`src/rtl/sarr_pkg.sv`:
```
// Shared types, codes and constants of the sorted address range resolver.
package sarr_pkg;

   // Default number of table entries
   localparam int TABLE_DEPTH = 1024;

   // Field widths
   localparam int ADDR_W   = 64;
   localparam int KIND_W   = 2;
   localparam int STATUS_W = 3;
   localparam int INDEX_W  = 10;
   localparam int OFFSET_W = 32;
   localparam int WINDOW_W = 32;
   localparam int CSR_IDX_W = 2;

   // Result transaction packing, padded to whole bytes
   localparam int RSP_BITS   = STATUS_W + INDEX_W + OFFSET_W;
   localparam int RSP_DATA_W = ((RSP_BITS + 7) / 8) * 8;

   // Register reset values
   localparam logic [ADDR_W-1:0]   BASE_RESET   = '0;
   localparam logic [ADDR_W-1:0]   LIMIT_RESET  = '1;
   localparam logic [WINDOW_W-1:0] WINDOW_RESET = 32'd65536;

   // Configuration register indexes
   typedef enum logic [CSR_IDX_W-1:0] {
      CSR_MODULE_BASE  = 2'd0,
      CSR_MODULE_LIMIT = 2'd1,
      CSR_WINDOW_SIZE  = 2'd2
   } csr_index_type;

   // Request kinds
   typedef enum logic [KIND_W-1:0] {
      KIND_APPEND = 2'd0,
      KIND_LOOKUP = 2'd1,
      KIND_CLEAR  = 2'd2
   } kind_type;

   // Result status codes
   typedef enum logic [STATUS_W-1:0] {
      ST_RESOLVED       = 3'd0,
      ST_NO_MATCH       = 3'd1,
      ST_OUTSIDE        = 3'd2,
      ST_UNAVAILABLE    = 3'd3,
      ST_NOT_CONFIGURED = 3'd4,
      ST_ACCEPTED       = 3'd5,
      ST_UNSORTED       = 3'd6,
      ST_FULL           = 3'd7
   } status_type;

   // Controller states
   typedef enum logic [2:0] {
      S_IDLE,
      S_EXEC,
      S_SEARCH,
      S_FINAL,
      S_RESP
   } state_type;

   // Commands from controller to datapath
   typedef struct packed {
      logic capture;
      logic exec;
      logic step;
      logic finish;
      logic deliver;
   } cmd_type;

   // Status from datapath to controller
   typedef struct packed {
      logic search_go;
      logic step_more;
      logic out_free;
   } sts_type;

endpackage

```
`src/rtl/sarr_ctrl.sv`:
```
// Controller state machine that sequences append, clear, lookup search and result delivery.
module sarr_ctrl (
   input  logic              clock,
   input  logic              reset,
   input  logic              req_tvalid,
   output logic              req_tready,
   input  sarr_pkg::sts_type sts,
   output sarr_pkg::cmd_type cmd
);

   sarr_pkg::state_type state_ff, state_in;

   // State register
   always_ff @(posedge clock) begin
      if (reset) begin
         state_ff <= sarr_pkg::S_IDLE;
      end else begin
         state_ff <= state_in;
      end
   end

   // Next state and commands
   always_comb begin
      state_in   = state_ff;
      cmd        = '0;
      req_tready = 1'b0;
      case (state_ff)
         sarr_pkg::S_IDLE: begin
            req_tready = 1'b1;
            if (req_tvalid) begin
               cmd.capture = 1'b1;
               state_in    = sarr_pkg::S_EXEC;
            end
         end
         sarr_pkg::S_EXEC: begin
            cmd.exec = 1'b1;
            state_in = sts.search_go ? sarr_pkg::S_SEARCH : sarr_pkg::S_RESP;
         end
         sarr_pkg::S_SEARCH: begin
            cmd.step = 1'b1;
            state_in = sts.step_more ? sarr_pkg::S_SEARCH : sarr_pkg::S_FINAL;
         end
         sarr_pkg::S_FINAL: begin
            cmd.finish = 1'b1;
            state_in   = sarr_pkg::S_RESP;
         end
         sarr_pkg::S_RESP: begin
            if (sts.out_free) begin
               cmd.deliver = 1'b1;
               state_in    = sarr_pkg::S_IDLE;
            end
         end
         default: begin
            state_in = sarr_pkg::S_IDLE;
         end
      endcase
   end

endmodule

```
`config.mk`:
```
export PLATFORM = sky130hd
export DESIGN_NAME = sarr_ctrl
export DESIGN_NICKNAME = d
export VERILOG_FILES = /design/src/rtl/sarr_pkg.sv /design/src/rtl/sarr_ctrl.sv
export SDC_FILE = /design/constraint.sdc
export NUM_CORES = 1
export LEC_CHECK = 0
export BUFFER_PORTS_ARGS = -buffer_cell sky130_fd_sc_hd__clkbuf_2
export CORE_AREA = 2 2 39 41
export DETAILED_ROUTE_END_ITERATION = 8
export DIE_AREA = 0 0 41 43
export GPL_TIMING_DRIVEN = 1
export PLACE_DENSITY = 0.45
export SLEW_MARGIN = 0
export SYNTH_ARGS = -nofsm -noshare
export SYNTH_HDL_FRONTEND = slang
export SYNTH_SLANG_ARGS = --single-unit
```
`constraint.sdc`:
```
create_clock -name clock -period 0.8 [get_ports clock]
set_input_delay 0 -clock clock [delete_from_list [all_inputs] [get_ports clock]]
set_output_delay 0 -clock clock [all_outputs]
set_load 0.05 [all_outputs]
```
== Word level (Yosys, flattened, before mapping) ==
Cells that the tools add are included.
Word-level totals
  output and inout bits: 6
  logic and storage cells: 22
  input bits: 6
  register bits after elaboration: 3
Operators by class
  equal/unequal tests: 6
  reduce and logical (&&, ||, !) cells: 2
  multiplexer cells: 13
Operators with widths (number)
  $pmux 3 s5: 1
  $mux 1: 9
  $mux 3: 3
  $eq 3x2->1 const B: 2
  $ne 2x2->1 const B: 2
  $eq 3x1->1 const B: 1
  $eq 3x3->1 const B: 1
  $logic_not 3->1: 1
  $reduce_and 2->1: 1

== Longest topological paths before layout ==
Gate-level depths: netlist (run 1).
  depth in word-level cells: 3
  gate-level depth with buffers: 4

== Worst setup path after synthesis (run 1) ==
No wires, ideal clock.
  kind: reg-to-output
  start: register state_ff[1]
  end: output port cmd[4] in the netlist's numbering
  arrival time: 2114 ps
  required time: 800 ps
  path slack: -1314 ps
  stages on the path, launching flop included: 4
  cell sequence: dfxtp_1 -> buf_6 -> nor3_1 -> and2_1
RTL lines
  from (decl): line sarr_ctrl.sv:11  | sarr_pkg::state_type state_ff, state_in;
  from (signal assigned): line sarr_ctrl.sv:16  | state_ff <= sarr_pkg::S_IDLE;
  from (signal assigned): line sarr_ctrl.sv:18  | state_ff <= state_in;
  to (decl): line sarr_ctrl.sv:8  | output sarr_pkg::cmd_type cmd

==> results of run 1 <==
cells by family after synthesis:
group	count (synthesis)	share of synthesized area, %
muxes	2	11.6
buffers and inverters	4	13.9
and+or+nand+nor	12	43.9
DFF	3	27.7
AOI/OAI and AO/OA	1	2.89
per-stage QoR:
step                      util (%)  instances  setup WS, ns  hold slack (ns)  TNS, ns
final                         39.3         63        -0.358           0.0908    -2.54
after global routing          39.3         63        -0.414            0.135    -3.03
after CTS                     36.3         60        -0.383           0.0801    -2.39
after detailed placement      25.4         52        -0.336            0.210    -2.28
after global placement        25.4         52        -0.319            0.221    -2.28
after floorplan                  -         22        -0.452           0.0627    -1.67
synthesized netlist by cell type:
| cell | n | share of area, % |
|---|---|---|
| nor3b_1 | 2 | 6.9 |
| mux2i_1 | 1 | 4.6 |
| a31oi_1 | 1 | 2.9 |
| nand2_2 | 1 | 2.9 |
| mux2_4 | 1 | 6.9 |
| nor3_2 | 1 | 4.6 |
| and2_1 | 1 | 2.9 |
| dfxtp_1 | 3 | 28 |
| inv_1 | 2 | 3.5 |
| nor2_1 | 1 | 1.7 |
| and3_1 | 1 | 2.9 |
| nor4_1 | 1 | 2.9 |
| nor4b_2 | 2 | 14 |
| buf_6 | 2 | 10 |
| nor3_1 | 1 | 2.3 |
| nand2b_1 | 1 | 2.9 |
repair_timing:
action	CTS	global route
hold endpoints to repair	3	0
pin swaps	5	3
buffers inserted	3	3
endpoints found under the setup margin	9	9
hold buffers	1	0
gates resized for setup	22	5
layer usage:
layer  wire (um)  vias up  share of wire (%)
li1            -      127                  -
met1         311      117                 43
met2         374        9                 51
met3          25        2                3.4
met4          19        0                2.6
met5           0        -                  0
area by class of cell:
class	instances	area, um2
Tap cell	16	20.0
Clock buffer	4	26.3
Inverter	2	10.0
Timing Repair Buffer	23	236
Sequential cell	3	71.3
Multi-Input combinational cell	15	180
Fill cell	150	840
tightest hold or removal path: stages:
cell,delay (ns)
clkbuf_2,0.09
mux2i_1,0.14
nor4_1,0.06
path summary, 6_finish.rpt:
path / from / endpoint / slack, ns / cells after the start
setup / recovery: state_ff[2] / cmd[0] / -0.36 / 3
hold / removal: req_tvalid / state_ff[0] / 0.09 / 3
setup reg to reg: state_ff[0] / state_ff[1] / -0.20 / 4
hold reg to reg: state_ff[2] / state_ff[1] / 0.49 / 1
where the power goes:
part | internal, mW | switching, mW
Clock | 0.187 | 0.0822
Combinational | 0.166 | 0.140
Sequential | 0.156 | 0.0241
Total | 0.509 | 0.246
==> flow_summary.ini, run 1 <==
[run_status]
status = finished, violations left
violations = setup timing

[yosys]
yosysSeqAreaShare_pct = 27.7
yosysWarnings = 0
synth.cell_area_um2 = 216
synth-seq-cells = 3
avgSynthCellArea_um2 = 9.84
ys_types = 16
synth_cells = 22
syn_nets = 28

[power]
total_power_mw = 0.756
irDropWorstVdd_mv = 0.374
p_per_area_nw_per_um2 = 1390
total_leakage_power_nw = 0.242

[finish]
area_growth_pct = 151
final_common_cell = buf_4
regMostFlops = state_ff
final_cell_mix = buf_4 (8), clkbuf_2 (5), clkbuf_4 (3), buf_6 (3), dfxtp_4 (3)
nNetsFinal = 54
layout-drive-gt1-share_pct = 85.1
final_area_um2 = 544
largest_reg_flops = 3
reg.largest.list = state_ff (3)
num_antenna_cells = 0

[routing]
vias = 255
drtIter0Drc = 0
viasPerCell = 4.05
drc_errors = 0
totalWireLength_um = 731
ant_nets = 0
drt-pass1-iter-count = 1
wl_per_cell_um = 11.6

[setup_path]
slowest_stage = dfxtp_4
arrival_ns = 1.16
crit_chain = inv_4 -> nor4b_4 -> buf_8
path_buf_inv = 2
worst_ep_required_time_ns = 0.80
max_stage_delay_ns = 0.40
critPathKind = reg -> out
critPathCaptureType = primary output
worstSetupStartpointType = flip-flop
crit_path_max_fanout = 6
crit_family = flip-flops

[sta]
worst_slack_ns = -0.358
worstMarginPinSlew_ns = 0.228
final_max_slew_viol_count = 0
final_hold_viol_count = 0
finalClockSkew_ns = 0.00247
setup_viol = 9
rsz0062_at_grt = yes
relSlewSlack_pct = 84.7
period_minus_slack_ns = 1.16
fmax_mhz = 864
fin_crit_sh_pct = 145

[die]
row_count = 14
coreArea_um2 = 1380
die-area_um2 = 1760
io_pins = 12
die_w_um = 41
start_util_pct = 15.6
die_h_um = 43

[clocking]
cts_root_buf = clkbuf_4
clk_path_buf_depth = 2
cts.clk_slew.worst_paths_ns = 0.04
numCtsBuffers = 3
cts_max_level = 1
numClockSinks = 3
cts_tree = built
clkLatencyLatePin_ns = 0.24

[global_route]
grtUsageMet3_pct = 1.57
grt_pass1_wl_um = 1080
grtUsageMet2_pct = 12.2
grt_max_degree = 9
grt-busiest-layer = met1
grt_pass1_vias = 256
antenna_found_initial = 0
met1_usage_pct = 13.2
grt_overflow = 0
grt_util_all_layers_pct = 9.84

[min_path]
worstHoldPathType = in -> reg

[job]
cap_violations = 0

[place]
hpwlAfterDp_um = 395
post_dp_cell_area_um2 = 352
routabilityCongestion = 0.570
io_buffers = 11
(Power assumes the default switching activity.)
==> run 2: changes to the inputs <==
--- a/config.mk
+++ b/config.mk
@@ -6,11 +6,13 @@
 export NUM_CORES = 1
 export LEC_CHECK = 0
 export BUFFER_PORTS_ARGS = -buffer_cell sky130_fd_sc_hd__clkbuf_2
+export CELL_PAD_IN_SITES_DETAIL_PLACEMENT = 1
+export CELL_PAD_IN_SITES_GLOBAL_PLACEMENT = 2
 export CORE_AREA = 2 2 39 41
 export DETAILED_ROUTE_END_ITERATION = 8
 export DIE_AREA = 0 0 41 43
 export GPL_TIMING_DRIVEN = 1
-export PLACE_DENSITY = 0.45
+export PLACE_DENSITY = 0.65
 export SLEW_MARGIN = 0
 export SYNTH_ARGS = -nofsm -noshare
 export SYNTH_HDL_FRONTEND = slang
==> flow_summary.ini, run 2 (synthesized netlist as in run 1, its figures left out) <==
[run_status]
status = finished, violations left
violations = setup timing

[sta]
final_hold_viol_count = 0
worstMarginPinSlew_ns = 0.288
final_max_slew_viol_count = 0
rsz0062_at_grt = yes
relSlewSlack_pct = 80.3
worst_slack_ns = -0.381
fmax_mhz = 846
setup_viol = 9
fin_crit_sh_pct = 148
finalClockSkew_ns = 0.00126
period_minus_slack_ns = 1.18

[clocking]
cts_root_buf = clkbuf_4
clk_path_buf_depth = 2
numClockSinks = 3
cts_max_level = 1
cts.clk_slew.worst_paths_ns = 0.04
numCtsBuffers = 3
cts_tree = built
clkLatencyLatePin_ns = 0.24

[min_path]
min_from = req_tvalid
worstHoldPathType = in -> reg

[finish]
fin_cells = 59
layout.area.seq_um2 = 71.3
nFillCells = 157
final_common_cell = clkbuf_2
layout-drive-gt1-share_pct = 86.0
reg.largest.list = state_ff (3)
area_growth_pct = 136
regMostFlops = state_ff
num_antenna_cells = 0
largest_reg_flops = 3
final_util_pct = 36.9
multiInputGateArea_um2 = 183
final_cell_mix = clkbuf_2 (5), buf_4 (4)
nNetsFinal = 50

[routing]
viasPerCell = 4.15
drc_errors = 0
vias = 245
ant_nets = 0
drtIter0Drc = 0
drt-pass1-iter-count = 1
totalWireLength_um = 784
wl_per_cell_um = 13.3

[die]
die-area_um2 = 1760
row_count = 14
die_w_um = 41
start_util_pct = 15.6
coreArea_um2 = 1380
die_h_um = 43
io_pins = 12

[setup_path]
critPathKind = reg -> out
crit_path_max_fanout = 5
path_buf_inv = 2
slowest_stage = dfxtp_4
crit_chain = inv_4 -> nor4b_4 -> clkbuf_8
crit_family = flip-flops
worst_ep_required_time_ns = 0.80
setup.worst_path.start = state_ff[2]
max_stage_delay_ns = 0.38
worstSetupStartpointType = flip-flop
arrival_ns = 1.18
critPathCaptureType = primary output
rr_startpoint = state_ff[0]

[place]
preCtsSetupSlack_ns = -0.362
routabilityCongestion = 0.753
hpwlAfterDp_um = 483
io_buffers = 11
placedCellCount = 51

[power]
p_per_area_nw_per_um2 = 1520
irDropWorstVdd_mv = 0.531
total_leakage_power_nw = 0.224
total_power_mw = 0.774

[global_route]
grt_overflow = 0
grt_util_all_layers_pct = 12.7
grt_pass1_wl_um = 1320
grt_pass1_vias = 283
antenna_found_initial = 0
grt_max_degree = 10

[job]
cap_violations = 0
-- run 2: area by class of cell --
type / instances / share of cell area, %
inverters: 2 / 1.96
multi-input cells: 15 / 35.8
flip-flops and latches: 3 / 14.0
clock buffers: 4 / 5.15
well taps: 16 / 3.92
repair buffers: 19 / 39.2
-- run 2: routing by layer --
layer,wire length (um),GRT usage (%),vias up
li1,-,-,119
met1,278,13.2,114
met2,448,17.2,9
met3,27,4.71,3
met4,30,14.0,0
met5,0,0,-
-- run 2: worst reg2reg max path, cell delays in order (launching register included) --
cell and delay, ns:
dfxtp_4 0.37, buf_6 0.14, buf_6 0.12, mux2_4 0.25, nor3_2 0.09
-- run 2: timing repair --
item,CTS,global route
resized for setup,18,7
endpoints found under the setup margin,9,9
setup buffers,1,2
hold endpoints to repair,3,0
hold buffers,1,0
pin swaps,3,3
gates cloned,0,0
-- run 2: worst paths after layout --
check	cells past startpoint	endpoint	slack (ns)
worst min-delay path	3	state_ff[0]	0.15
worst min register to register	2	state_ff[1]	0.61
worst max register to register	4	state_ff[1]	-0.25
worst max-delay path	3	cmd[0]	-0.38
-- run 2: per-stage QoR --
step / instance area, um2 / hold slack, ns / setup TNS, ns
2_1_floorplan: 262 / 0.0627 / -1.67
3_3_place_gp: 359 / 0.206 / -2.41
3_5_place_dp: 359 / 0.215 / -2.59
4_1_cts: 473 / 0.0987 / -2.66
5_1_grt: 510 / 0.155 / -2.92
6_report: 510 / 0.146 / -2.49
-- run 2: power breakdown --
group	internal [mW]	switching (mW)
Sequential	0.156	0.0268
Combinational	0.165	0.144
Clock	0.188	0.0940
==> run 3: changes to the inputs <==
--- a/config.mk
+++ b/config.mk
@@ -9,10 +9,12 @@
 export CELL_PAD_IN_SITES_DETAIL_PLACEMENT = 1
 export CELL_PAD_IN_SITES_GLOBAL_PLACEMENT = 2
 export CORE_AREA = 2 2 39 41
+export CTS_CLUSTER_DIAMETER = 40
 export DETAILED_ROUTE_END_ITERATION = 8
 export DIE_AREA = 0 0 41 43
 export GPL_TIMING_DRIVEN = 1
 export PLACE_DENSITY = 0.65
+export SETUP_SLACK_MARGIN = 0.15
 export SLEW_MARGIN = 0
 export SYNTH_ARGS = -nofsm -noshare
 export SYNTH_HDL_FRONTEND = slang
==> flow_summary.ini, run 3 (synthesized netlist as in run 1, its figures left out) <==
[run_status]
status = finished, violations left
violations = setup timing

[die]
die-area_um2 = 1760
io_pins = 12
start_util_pct = 15.6
row_count = 14
coreArea_um2 = 1380
die_h_um = 43
die_w_um = 41

[sta]
period_minus_slack_ns = 1.12
worst_slack_ns = -0.323
final_hold_viol_count = 0
final_max_slew_viol_count = 0
rsz0062_at_grt = yes
setup_viol = 9
fin_crit_sh_pct = 140
fmax_mhz = 890
worstMarginPinSlew_ns = 0.215
finalClockSkew_ns = 0.00268
relSlewSlack_pct = 85.5

[routing]
viasPerCell = 4.15
wl_per_cell_um = 11.6
drc_errors = 0
drt-pass1-iter-count = 4
ant_nets = 0
vias = 245
totalWireLength_um = 687
drtIter0Drc = 5

[setup_path]
worst_ep_required_time_ns = 0.80
arrival_ns = 1.12
max_stage_delay_ns = 0.40
crit_path_max_fanout = 5
slowest_stage = dfxtp_4
crit_chain = inv_4 -> nor4b_4 -> clkbuf_8
critPathKind = reg -> out
worstSetupStartpointType = flip-flop
crit_family = flip-flops
critPathCaptureType = primary output
path_buf_inv = 2

[finish]
reg.largest.list = state_ff (3)
largest_reg_flops = 3
final_area_um2 = 492
regMostFlops = state_ff
area_growth_pct = 127
final_cell_mix = clkbuf_2 (5), clkbuf_4 (4), buf_4 (4)
layout-drive-gt1-share_pct = 83.7
final_common_cell = clkbuf_2
fin_cells = 59
nFillCells = 153
num_antenna_cells = 0
nNetsFinal = 50

[min_path]
worstHoldPathType = in -> reg

[power]
total_leakage_power_nw = 0.218
irDropWorstVdd_mv = 0.651
p_per_area_nw_per_um2 = 1440

[global_route]
grt_max_degree = 9
grt_overflow = 0
grt_util_all_layers_pct = 10.1
antenna_found_initial = 0
grt_pass1_vias = 271
grt_pass1_wl_um = 1120

[place]
post_dp_cell_area_um2 = 337
hpwlAfterDp_um = 461
preCtsSetupSlack_ns = -0.358
placedCellCount = 50
io_buffers = 11
routabilityCongestion = 0.716

[job]
cap_violations = 0

[clocking]
clkLatencyLatePin_ns = 0.23
clk_path_buf_depth = 2
numClockSinks = 3
numCtsBuffers = 3
cts_tree = built
cts_root_buf = clkbuf_4
cts_max_level = 1
cts.clk_slew.worst_paths_ns = 0.03
## run 3: cell types whose count changed in the layout (fill, tap and decap cells not counted), sizes merged
cell	change
buf	-1
clkbuf	+1
## run 3: per-layer routing
layer  wire length, um  global-route usage (%)  part of all wire (%)
met4                 0                    6.00                     0
met2               403                    14.7                    59
met1               267                    11.6                    39
met5                 0                       0                     0
met3                16                    4.71                   2.3
## run 3: stage by stage
step / hold slack (ns) / total power, mW / TNS [ns] / util (%)
2_1_floorplan: 0.0627 / 0.336 / -1.67 / -
3_3_place_gp: 0.199 / 0.377 / -2.44 / 24.3
3_5_place_dp: 0.204 / 0.381 / -2.72 / 24.3
6_report: 0.0903 / 0.710 / -2.18 / 35.5
5_1_grt: 0.109 / 0.757 / -2.76 / 35.5
4_1_cts: 0.0943 / 0.713 / -2.35 / 34.5
## run 3: tightest hold or removal path, delay by kind of cell
family                 cells  cell delay (ns)
buffers and inverters      1             0.09
muxes                      1             0.13
and+or+nand+nor            1             0.06
## run 3: cell type report
type	instances	area (um2)	share of cell area, %
clock buffer	4	26.3	5.34
inverter	2	10.0	2.04
multi-input combinational	15	176	35.9
sequential	3	71.3	14.5
tap	16	20.0	4.07
timing repair buffer	19	188	38.2
## run 3: report_power, final
group	switching, mW	internal [mW]	leakage (nW)
Combinational	0.132	0.137	0.176
Clock	0.0716	0.186	0.0150
Sequential	0.0258	0.156	0.0267
Total	0.230	0.480	0.218
## run 3: worst paths after layout
kind	start	end	slack [ns]	depth (start not counted)
max reg2reg	state_ff[0]	state_ff[1]	-0.20	4
min	req_tvalid	state_ff[0]	0.09	3
max	state_ff[2]	cmd[0]	-0.32	3
min reg2reg	state_ff[2]	state_ff[1]	0.60	2
## run 3: what timing repair did
item / CTS / global route
endpoints found under the setup margin: 9 / 9
resized for setup: 20 / 3
pin swaps: 4 / 3
setup buffers: 4 / 0
gates cloned: 0 / 0
hold buffers: 1 / 0
endpoints found under the hold margin: 3 / 0
